$ cat src/rtl/rbt_pkg.sv
// Shared types, codes and defaults for the refcounted block table.
package rbt_pkg;

   localparam int TABLE_DEPTH_DEF = 16;
   localparam int OFFSET_BITS_DEF = 32;
   localparam int REF_BITS_DEF    = 16;

   localparam logic [1:0] MODE_ADD    = 2'd0;
   localparam logic [1:0] MODE_REMOVE = 2'd1;
   localparam logic [1:0] MODE_LOOKUP = 2'd2;

   typedef enum logic [2:0] {
      STAT_OK     = 3'd0,
      STAT_ZERO   = 3'd1,
      STAT_LISTED = 3'd2,
      STAT_DUP    = 3'd3,
      STAT_FULL   = 3'd4,
      STAT_EMPTY  = 3'd5,
      STAT_MISS   = 3'd6
   } status_type;

   typedef enum logic [1:0] {
      S_IDLE,
      S_SCAN,
      S_DRAIN,
      S_COMMIT
   } state_type;

   typedef struct packed {
      logic [1:0]  mode;
      logic [31:0] block_offset;
      logic        already_listed;
      logic [15:0] initial_refs;
   } req_type;

   typedef struct packed {
      status_type  status;
      logic [15:0] ref_count;
      logic [3:0]  slot_index;
      logic        hit;
      logic        released;
   } rsp_type;

   // handoff from the engine to the output register
   typedef struct packed {
      logic    valid;
      rsp_type data;
   } result_type;

endpackage

$ cat src/rtl/rbt_mem.sv
// Single-port-write, registered-read memory holding slot offset and count.
module rbt_mem #(
   parameter int  DEPTH = rbt_pkg::TABLE_DEPTH_DEF,
   parameter int  WIDTH = rbt_pkg::OFFSET_BITS_DEF + rbt_pkg::REF_BITS_DEF,
   localparam int AW    = (DEPTH > 1) ? $clog2(DEPTH) : 1
) (
   input  logic             clock,
   input  logic             wr_en,
   input  logic [AW-1:0]    wr_addr,
   input  logic [WIDTH-1:0] wr_data,
   input  logic             rd_en,
   input  logic [AW-1:0]    rd_addr,
   output logic [WIDTH-1:0] rd_data
);

   logic [WIDTH-1:0] mem [DEPTH];
   logic [WIDTH-1:0] rd_data_ff;

   always_ff @(posedge clock) begin
      if (wr_en) begin
         mem[wr_addr] <= wr_data;
      end
      if (rd_en) begin
         rd_data_ff <= mem[rd_addr];
      end
   end

   assign rd_data = rd_data_ff;

endmodule

$ cat src/rtl/rbt_engine.sv
// Scan sequencer, valid bits, fill count and commit decode for the table.
module rbt_engine #(
   parameter int  TABLE_DEPTH = rbt_pkg::TABLE_DEPTH_DEF,
   parameter int  OFFSET_BITS = rbt_pkg::OFFSET_BITS_DEF,
   parameter int  REF_BITS    = rbt_pkg::REF_BITS_DEF,
   localparam int IDX_BITS    = (TABLE_DEPTH > 1) ? $clog2(TABLE_DEPTH) : 1,
   localparam int ENT_BITS    = OFFSET_BITS + REF_BITS
) (
   input  logic                 clock,
   input  logic                 reset,
   input  logic                 req_valid,
   output logic                 req_stall,
   input  rbt_pkg::req_type     req_data,
   output rbt_pkg::result_type  result,
   input  logic                 result_take,
   output logic                 mem_rd_en,
   output logic [IDX_BITS-1:0]  mem_rd_addr,
   input  logic [ENT_BITS-1:0]  mem_rd_data,
   output logic                 mem_wr_en,
   output logic [IDX_BITS-1:0]  mem_wr_addr,
   output logic [ENT_BITS-1:0]  mem_wr_data
);
   import rbt_pkg::*;

   localparam int CNT_BITS = $clog2(TABLE_DEPTH + 1);
   localparam int INIT_W   = (REF_BITS > 16) ? REF_BITS : 16;
   localparam logic [REF_BITS-1:0] REF_MAX = '1;

   function automatic logic [REF_BITS-1:0] sat_inc(input logic [REF_BITS-1:0] v);
      return (v == REF_MAX) ? v : v + REF_BITS'(1);
   endfunction

   state_type state_ff, state_in;

   req_type              req_ff, req_in;
   logic [OFFSET_BITS-1:0] ofs_ff, ofs_in;
   logic [CNT_BITS-1:0]  issue_ff, issue_in;
   logic                 chk_valid_ff, chk_valid_in;
   logic [IDX_BITS-1:0]  chk_idx_ff, chk_idx_in;
   logic                 hit_found_ff, hit_found_in;
   logic [IDX_BITS-1:0]  hit_idx_ff, hit_idx_in;
   logic [REF_BITS-1:0]  hit_refs_ff, hit_refs_in;
   logic                 free_found_ff, free_found_in;
   logic [IDX_BITS-1:0]  free_idx_ff, free_idx_in;
   logic [TABLE_DEPTH-1:0] valid_ff, valid_in;
   logic [CNT_BITS-1:0]  used_ff, used_in;

   logic [OFFSET_BITS-1:0] ent_ofs;
   logic [REF_BITS-1:0]    ent_refs;
   logic [INIT_W-1:0]      init_w;
   logic [REF_BITS-1:0]    init_refs;
   logic                   commit;
   logic                   set_valid, clr_valid, inc_used, dec_used, wr_c;
   logic [IDX_BITS-1:0]    slot;
   logic [REF_BITS-1:0]    new_refs;
   rsp_type                res;

   assign ent_ofs  = mem_rd_data[ENT_BITS-1:REF_BITS];
   assign ent_refs = mem_rd_data[REF_BITS-1:0];

   // requested count clamped to the count range, then bumped
   assign init_w    = INIT_W'(req_ff.initial_refs);
   assign init_refs = sat_inc((init_w > INIT_W'(REF_MAX)) ? REF_MAX
                                                          : REF_BITS'(init_w));

   always_ff @(posedge clock) begin
      if (reset) begin
         state_ff <= S_IDLE;
      end else begin
         state_ff <= state_in;
      end
   end

   always_ff @(posedge clock) begin
      if (reset) begin
         chk_valid_ff <= 1'b0;
         valid_ff     <= '0;
         used_ff      <= '0;
      end else begin
         chk_valid_ff <= chk_valid_in;
         valid_ff     <= valid_in;
         used_ff      <= used_in;
      end
   end

   always_ff @(posedge clock) begin
      req_ff        <= req_in;
      ofs_ff        <= ofs_in;
      issue_ff      <= issue_in;
      chk_idx_ff    <= chk_idx_in;
      hit_found_ff  <= hit_found_in;
      hit_idx_ff    <= hit_idx_in;
      hit_refs_ff   <= hit_refs_in;
      free_found_ff <= free_found_in;
      free_idx_ff   <= free_idx_in;
   end

   // commit decode: pick status and the table update from the scan outcome
   always_comb begin
      res        = '0;
      res.status = STAT_OK;
      set_valid  = 1'b0;
      clr_valid  = 1'b0;
      inc_used   = 1'b0;
      dec_used   = 1'b0;
      wr_c       = 1'b0;
      slot       = hit_idx_ff;
      new_refs   = sat_inc(hit_refs_ff);
      case (req_ff.mode)
         MODE_ADD: begin
            if (ofs_ff == '0) begin
               res.status = STAT_ZERO;
            end else if (req_ff.already_listed) begin
               res.status = STAT_LISTED;
            end else if (hit_found_ff) begin
               res.status = STAT_DUP;
               res.hit    = 1'b1;
               wr_c       = 1'b1;
            end else if (used_ff >= CNT_BITS'(TABLE_DEPTH) || !free_found_ff) begin
               res.status = STAT_FULL;
            end else begin
               slot      = free_idx_ff;
               new_refs  = init_refs;
               wr_c      = 1'b1;
               set_valid = 1'b1;
               inc_used  = 1'b1;
            end
         end
         MODE_REMOVE: begin
            if (ofs_ff == '0) begin
               res.status = STAT_ZERO;
            end else if (used_ff == '0) begin
               res.status = STAT_EMPTY;
            end else if (!hit_found_ff) begin
               res.status = STAT_MISS;
            end else if (hit_refs_ff <= REF_BITS'(1)) begin
               res.hit      = 1'b1;
               res.released = 1'b1;
               clr_valid    = 1'b1;
               dec_used     = 1'b1;
               new_refs     = '0;
            end else begin
               res.hit  = 1'b1;
               new_refs = hit_refs_ff - REF_BITS'(1);
               wr_c     = 1'b1;
            end
         end
         MODE_LOOKUP: begin
            if (!hit_found_ff) begin
               res.status = STAT_MISS;
            end else begin
               res.hit = 1'b1;
               wr_c    = 1'b1;
            end
         end
         default: begin
            res.status = STAT_OK;
         end
      endcase
      // slot and count show only when an entry was touched
      if (wr_c || clr_valid) begin
         res.slot_index = 4'(slot);
         res.ref_count  = 16'(new_refs);
      end
   end

   always_comb begin
      state_in      = state_ff;
      req_in        = req_ff;
      ofs_in        = ofs_ff;
      issue_in      = issue_ff;
      chk_valid_in  = 1'b0;
      chk_idx_in    = issue_ff[IDX_BITS-1:0];
      hit_found_in  = hit_found_ff;
      hit_idx_in    = hit_idx_ff;
      hit_refs_in   = hit_refs_ff;
      free_found_in = free_found_ff;
      free_idx_in   = free_idx_ff;
      valid_in      = valid_ff;
      used_in       = used_ff;
      req_stall     = (state_ff != S_IDLE);
      mem_rd_en     = 1'b0;
      mem_rd_addr   = issue_ff[IDX_BITS-1:0];
      result.valid  = (state_ff == S_COMMIT);
      result.data   = res;
      commit        = (state_ff == S_COMMIT) && result_take;
      mem_wr_en     = commit && wr_c;
      mem_wr_addr   = slot;
      mem_wr_data   = {ofs_ff, new_refs};

      // compare stage, in the cycle after the read
      if (chk_valid_ff) begin
         if (valid_ff[chk_idx_ff] && ent_ofs == ofs_ff && !hit_found_ff) begin
            hit_found_in = 1'b1;
            hit_idx_in   = chk_idx_ff;
            hit_refs_in  = ent_refs;
         end
         if (!valid_ff[chk_idx_ff] && !free_found_ff) begin
            free_found_in = 1'b1;
            free_idx_in   = chk_idx_ff;
         end
      end

      if (commit) begin
         if (set_valid) begin
            valid_in[slot] = 1'b1;
         end
         if (clr_valid) begin
            valid_in[slot] = 1'b0;
         end
         if (inc_used) begin
            used_in = used_ff + CNT_BITS'(1);
         end
         if (dec_used) begin
            used_in = used_ff - CNT_BITS'(1);
         end
      end

      case (state_ff)
         S_IDLE: begin
            if (req_valid) begin
               req_in        = req_data;
               ofs_in        = OFFSET_BITS'(req_data.block_offset);
               issue_in      = '0;
               hit_found_in  = 1'b0;
               free_found_in = 1'b0;
               state_in      = S_SCAN;
            end
         end
         S_SCAN: begin
            mem_rd_en    = 1'b1;
            chk_valid_in = 1'b1;
            issue_in     = issue_ff + CNT_BITS'(1);
            if (issue_ff == CNT_BITS'(TABLE_DEPTH - 1)) begin
               state_in = S_DRAIN;
            end
         end
         S_DRAIN: begin
            state_in = S_COMMIT;
         end
         S_COMMIT: begin
            if (result_take) begin
               state_in = S_IDLE;
            end
         end
         default: begin
            state_in = S_IDLE;
         end
      endcase
   end

endmodule

$ cat src/rtl/refcounted_block_table_core.sv
// Requests are taken one at a time, only while the engine is idle; the single memory read
// port walks every slot once per request, then the drain state finishes the last compare
// and the commit state writes the result back.
// A finished response waits in the output register, so the next request is taken
// while it is stalled. Reset (synchronous, active high) clears valid bits, fill count,
// sequencer and output valid; offset/count memory contents are not cleared.
module refcounted_block_table_core #(
   parameter int TABLE_DEPTH = rbt_pkg::TABLE_DEPTH_DEF,
   parameter int OFFSET_BITS = rbt_pkg::OFFSET_BITS_DEF,
   parameter int REF_BITS    = rbt_pkg::REF_BITS_DEF
) (
   input  logic             clock,
   input  logic             reset,
   input  logic             req_valid,
   output logic             req_stall,
   input  rbt_pkg::req_type req_data,
   output logic             rsp_valid,
   input  logic             rsp_stall,
   output rbt_pkg::rsp_type rsp_data
);
   import rbt_pkg::*;

   localparam int IDX_BITS = (TABLE_DEPTH > 1) ? $clog2(TABLE_DEPTH) : 1;
   localparam int ENT_BITS = OFFSET_BITS + REF_BITS;

   // memory side: one read per scan cycle, at most one write at commit
   logic                mem_rd_en;
   logic [IDX_BITS-1:0] mem_rd_addr;
   logic [ENT_BITS-1:0] mem_rd_data;
   logic                mem_wr_en;
   logic [IDX_BITS-1:0] mem_wr_addr;
   logic [ENT_BITS-1:0] mem_wr_data;

   result_type result;
   logic       result_take;

   // output register
   logic    rsp_valid_ff, rsp_valid_in;
   rsp_type rsp_data_ff, rsp_data_in;

   // The write lands in the commit cycle; the next request's first read comes only
   // after the engine has passed through idle into scan, so no forwarding path is needed.
   rbt_mem #(
      .DEPTH (TABLE_DEPTH),
      .WIDTH (ENT_BITS)
   ) u_mem (
      .clock   (clock),
      .wr_en   (mem_wr_en),
      .wr_addr (mem_wr_addr),
      .wr_data (mem_wr_data),
      .rd_en   (mem_rd_en),
      .rd_addr (mem_rd_addr),
      .rd_data (mem_rd_data)
   );

   rbt_engine #(
      .TABLE_DEPTH (TABLE_DEPTH),
      .OFFSET_BITS (OFFSET_BITS),
      .REF_BITS    (REF_BITS)
   ) u_engine (
      .clock       (clock),
      .reset       (reset),
      .req_valid   (req_valid),
      .req_stall   (req_stall),
      .req_data    (req_data),
      .result      (result),
      .result_take (result_take),
      .mem_rd_en   (mem_rd_en),
      .mem_rd_addr (mem_rd_addr),
      .mem_rd_data (mem_rd_data),
      .mem_wr_en   (mem_wr_en),
      .mem_wr_addr (mem_wr_addr),
      .mem_wr_data (mem_wr_data)
   );

   // the output register can take a new beat when empty or draining now
   assign result_take = !rsp_valid_ff || !rsp_stall;

   always_comb begin
      rsp_valid_in = rsp_valid_ff;
      rsp_data_in  = rsp_data_ff;
      if (result.valid && result_take) begin
         rsp_valid_in = 1'b1;
         rsp_data_in  = result.data;
      end else if (!rsp_stall) begin
         rsp_valid_in = 1'b0;
      end
   end

   always_ff @(posedge clock) begin
      if (reset) begin
         rsp_valid_ff <= 1'b0;
      end else begin
         rsp_valid_ff <= rsp_valid_in;
      end
   end

   always_ff @(posedge clock) begin
      rsp_data_ff <= rsp_data_in;
   end

   assign rsp_valid = rsp_valid_ff;
   assign rsp_data  = rsp_data_ff;

endmodule

$ cat config.mk
export PLATFORM = sky130hd
export DESIGN_NAME = refcounted_block_table_core
export DESIGN_NICKNAME = d
export VERILOG_FILES = /design/src/rtl/rbt_pkg.sv /design/src/rtl/rbt_mem.sv /design/src/rtl/rbt_engine.sv /design/src/rtl/refcounted_block_table_core.sv
export SDC_FILE = /design/constraint.sdc
export NUM_CORES = 1
export LEC_CHECK = 0
export ABC_AREA = 0
export BUFFER_PORTS_ARGS = -buffer_cell sky130_fd_sc_hd__buf_4
export CORE_MARGIN = 4
export CORE_UTILIZATION = 25
export DETAILED_ROUTE_END_ITERATION = 10
export SYNTH_ARGS = -nofsm -noshare
export SYNTH_HDL_FRONTEND = slang
export SYNTH_SLANG_ARGS = --single-unit
$ cat constraint.sdc
create_clock -name clock -period 5.1 [get_ports clock]
set_input_delay 0 -clock clock [delete_from_list [all_inputs] [get_ports clock]]
set_output_delay 0 -clock clock [all_outputs]
set_load 0.03 [all_outputs]
==> flow_summary.json <==
{
  "p_leak_nw": 13.71,
  "yosysUniqueCellTypes": 75,
  "boundaryPins": 82,
  "areaGrowthSynthToFinish_pct": 18.42,
  "p_sw_w": 0.005081,
  "fmax_ghz": 0.2524,
  "overflow": 0,
  "cts_made_buffers": 86,
  "min_from": "req_data[36]",
  "antenna_found_initial": 5,
  "slew_violations": 0,
  "mostFrequentLayoutCell": "edfxtp_1",
  "gp_congestion": 0.7993,
  "crit_chain": "buf_4, nor4_2, nand4_2, o21ai_4, mux2i_1, nand2_1, nor2_4, buf_12",
  "critPathSlowestCell": "nor4_2",
  "worstPathArrival_ns": 4.30,
  "grt_usage_pct": 10.92,
  "finalSetupTns_ns": 0,
  "crit_buf_inv": 2,
  "cts_root_buffer": "clkbuf_16",
  "drive_above_1_share_pct": 27.87,
  "worst-setup-path-type": "reg2reg",
  "p_clk_share_pct": 32.1,
  "ys_seq_area_share_pct": 75.03,
  "power.internal_w": 0.01463,
  "skew_ns": 0.03370,
  "grt_pass1_vias": 18530,
  "yosys_warnings": 0,
  "grt_setup_unrepaired": "no",
  "netlist_area_sq_mm": 0.03769,
  "cts.clk_slew.worst_paths_ns": 0.06,
  "die_y_um": 396.3,
  "drv_cap": 0,
  "critPathTopFamily": "simple AND/OR/NAND/NOR gates",
  "r2r-start": "u_engine.ofs_ff[16]$_DFFE_PP_",
  "hold_viol": 0,
  "cts_sinks": 952,
  "r2r_cells": 8,
  "r2r-end": "u_mem.mem[7][7]$_DFFE_PP_",
  "first_iter_violations": 1686,
  "min_delay_path_depth": 2,
  "post-route-period-util_pct": 77.68,
  "grt_max_degree": 138,
  "p_per_area_mw_per_mm2": 441.7,
  "final_cell_mix": "edfxtp_1, mux4_2, buf_4",
  "holdPathEnd": "u_engine.ofs_ff[19]$_DFFE_PP_",
  "syn_inst": 1805,
  "nNetsFinal": 2065,
  "fp.coreArea_sq_mm": 0.1498,
  "wl_met2_um": 39230,
  "synth_seq_cells": 952,
  "cts_tree": "done",
  "ys.flop_type": "edfxtp_1",
  "postRouteAntennaNets": 0,
  "hold_class": "in2reg",
  "synth.avg_cell_area_sq_um": 20.88,
  "drc_errors": 0,
  "startpoint": "u_engine.ofs_ff[16]$_DFFE_PP_",
  "switching_share_pct": 25.78,
  "cp-start-kind": "register",
  "row_count": 142,
  "clockBufferDepth": 3,
  "firstDrtPassIters": 5,
  "r2r_setup_slack_ns": 1.14,
  "routed_wl_um": 86750,
  "crit_required_ns": 5.44,
  "initial_core_util_pct": 25.16,
  "place_worst_setup_slack_ns": 1.205,
  "port_buffers": 81,
  "wl_met3_um": 5483,
  "cp_max_fo": 18,
  "vias_per_cell": 4.498,
  "wl_met1_um": 40530,
  "clk_latency_ns": 0.67,
  "seqPwrFrac_pct": 49.4,
  "top_layer": "met5",
  "outcome": "completed",
  "grt_pass1_wl_um": 128400,
  "relSlewSlack_pct": 13.55,
  "die_x_um": 396.3,
  "dieArea_sq_mm": 0.1570,
  "setup_ws_ns": 1.139,
  "htreeDepth": 3,
  "setup_violations": 0,
  "combinationalPowerShare_pct": 18.5,
  "cts_resized": 0,
  "postSynth.asyncResetShare_pct": 0,
  "ir_worst_vdd_mv": 0.4334,
  "synth_edf_count": 921,
  "slowest_delay_ns": 0.56,
  "routedWlPerCell_um": 21.24,
  "vias": 18380,
  "endpoint_kind": "register",
  "final.min_clock_period_ns": 3.961,
  "hpwlAfterDp_um": 46990,
  "synthesis.nets": 1874,
  "worst_pin_slew_ns": 1.297
}
==> worst reg2reg max path, stage by stage (launching register included) <==
cell and delay [ns]:
edfxtp_1 0.36, buf_4 0.20, nor4_2 0.57, nand4_2 0.45, o21ai_4 0.53, mux2i_1 0.53, nand2_1 0.18, nor2_4 0.56
buf_12 0.26
==> repair_timing <==
action | CTS | global route
hold buffers | 55 | 0
hold endpoints to repair | 76 | 0
setup buffers | 0 | 0
==> routing by layer <==
metal	vias up	GRT usage, %
li1	7902	-
met1	9804	15.96
met2	552	16.72
met3	115	2.377
met4	2	2.369
met5	-	0
==> cell type report <==
cell class | count | area, sq um
antenna | 2 | 5.005
clock buffer | 100 | 2247
clock inverter | 59 | 469.2
fill | 14450 | 105100
inverter | 16 | 60.06
multi-input combinational | 747 | 9076
sequential | 952 | 28280
tap | 2016 | 2522
timing repair buffer | 193 | 1974
==> synth_stat cells, types with 4 or more instances <==
master | number | share of area [%]
nand4_1 | 20 | 0.33
buf_6 | 4 | 0.12
nand2_1 | 66 | 0.66
o21ai_0 | 7 | 0.093
o221ai_1 | 4 | 0.093
a211oi_1 | 7 | 0.14
nor4_2 | 9 | 0.30
mux4_2 | 245 | 15
ha_1 | 13 | 0.43
dfxtp_1 | 31 | 1.6
clkbuf_1 | 43 | 0.43
mux2i_1 | 12 | 0.32
buf_1 | 5 | 0.050
nor3_1 | 19 | 0.25
a21o_1 | 9 | 0.18
nor4_1 | 12 | 0.20
a31oi_1 | 22 | 0.37
edfxtp_1 | 921 | 73
or2_2 | 4 | 0.066
xnor2_1 | 49 | 1.1
nand2b_1 | 10 | 0.17
or3_1 | 8 | 0.13
and3_1 | 25 | 0.41
nor3_2 | 11 | 0.29
buf_4 | 5 | 0.10
nand3_1 | 23 | 0.31
nor2_1 | 56 | 0.56
inv_1 | 16 | 0.16
buf_2 | 33 | 0.44
a21oi_1 | 34 | 0.45
xor2_1 | 14 | 0.33
and2_1 | 9 | 0.15
==> flip-flops by register name, summed over array words and instances (netlist names) <==
signal / flops
rsp_data: 25
rsp_valid: 1
u_engine.chk_idx_ff: 4
u_engine.chk_valid_ff: 1
u_engine.free_found_ff: 1
u_engine.free_idx_ff: 4
u_engine.hit_found_ff: 1
u_engine.hit_idx_ff: 4
u_engine.hit_refs_ff: 16
u_engine.init_w: 16
u_engine.issue_ff: 5
u_engine.ofs_ff: 32
u_engine.req_ff: 3
u_engine.state_ff: 2
u_engine.used_ff: 5
u_engine.valid_ff: 16
u_mem.mem: 768
u_mem.rd_data: 48
==> logic make-up (layout without fill, tap and decap cells) <==
logic type | Yosys count | count (layout) | synth area share (%)
xor+xnor | 63 | 63 | 1.464
fa+ha+maj | 14 | 14 | 0.4847
compound gates | 119 | 119 | 2.228
buf+inv | 106 | 368 | 1.295
other cells | 0 | 2 | 0
flops | 952 | 952 | 75.03
simple gates | 290 | 290 | 4.405
mux | 261 | 261 | 15.10
==> per-stage QoR <==
step / total power [W] / std cells / instance area [sq um] / utilization, % / hold slack (ns)
4_1_cts: 0.01998 / 4082 / 44610 / 29.79 / 0.008064
5_1_grt: 0.02054 / 4084 / 44630 / 29.80 / 0.02782
2_1_floorplan: 0.01244 / 1805 / 37690 / - / 0.09887
6_report: 0.01971 / 4085 / 44630 / 29.80 / 0.06608
3_5_place_dp: 0.01361 / 3868 / 41350 / 27.61 / 0.1798
3_3_place_gp: 0.01359 / 3868 / 41350 / 27.61 / 0.1793
==> worst max path at each step <==
stage	to	slack, ns	cells after the start
6_report	u_mem.mem[7][7]$_DFFE_PP_	1.14	8
5_1_grt	u_mem.mem[7][15]$_DFFE_PP_	1.0	7
4_1_cts	u_mem.mem[7][7]$_DFFE_PP_	1.16	7
3_5_place_dp	u_mem.mem[7][31]$_DFFE_PP_	1.20	7
3_3_place_gp	u_mem.mem[7][31]$_DFFE_PP_	1.27	7
2_1_floorplan	u_mem.mem[3][0]$_DFFE_PP_	0.55	8
==> power by group through the flow <==
| stage | Combinational [W] | Clock (W) | Sequential [W] |
|---|---|---|---|
| 6_report | 0.00364 | 0.00632 | 0.00975 |
| 5_1_grt | 0.00391 | 0.00682 | 0.00981 |
| 4_1_cts | 0.00374 | 0.00649 | 0.00976 |
| 3_5_place_dp | 0.00369 | 0 | 0.00992 |
| 3_3_place_gp | 0.00367 | 0 | 0.00993 |
| 2_1_floorplan | 0.00275 | 0 | 0.00969 |
Note: power is estimated with default switching activity, not from simulation.
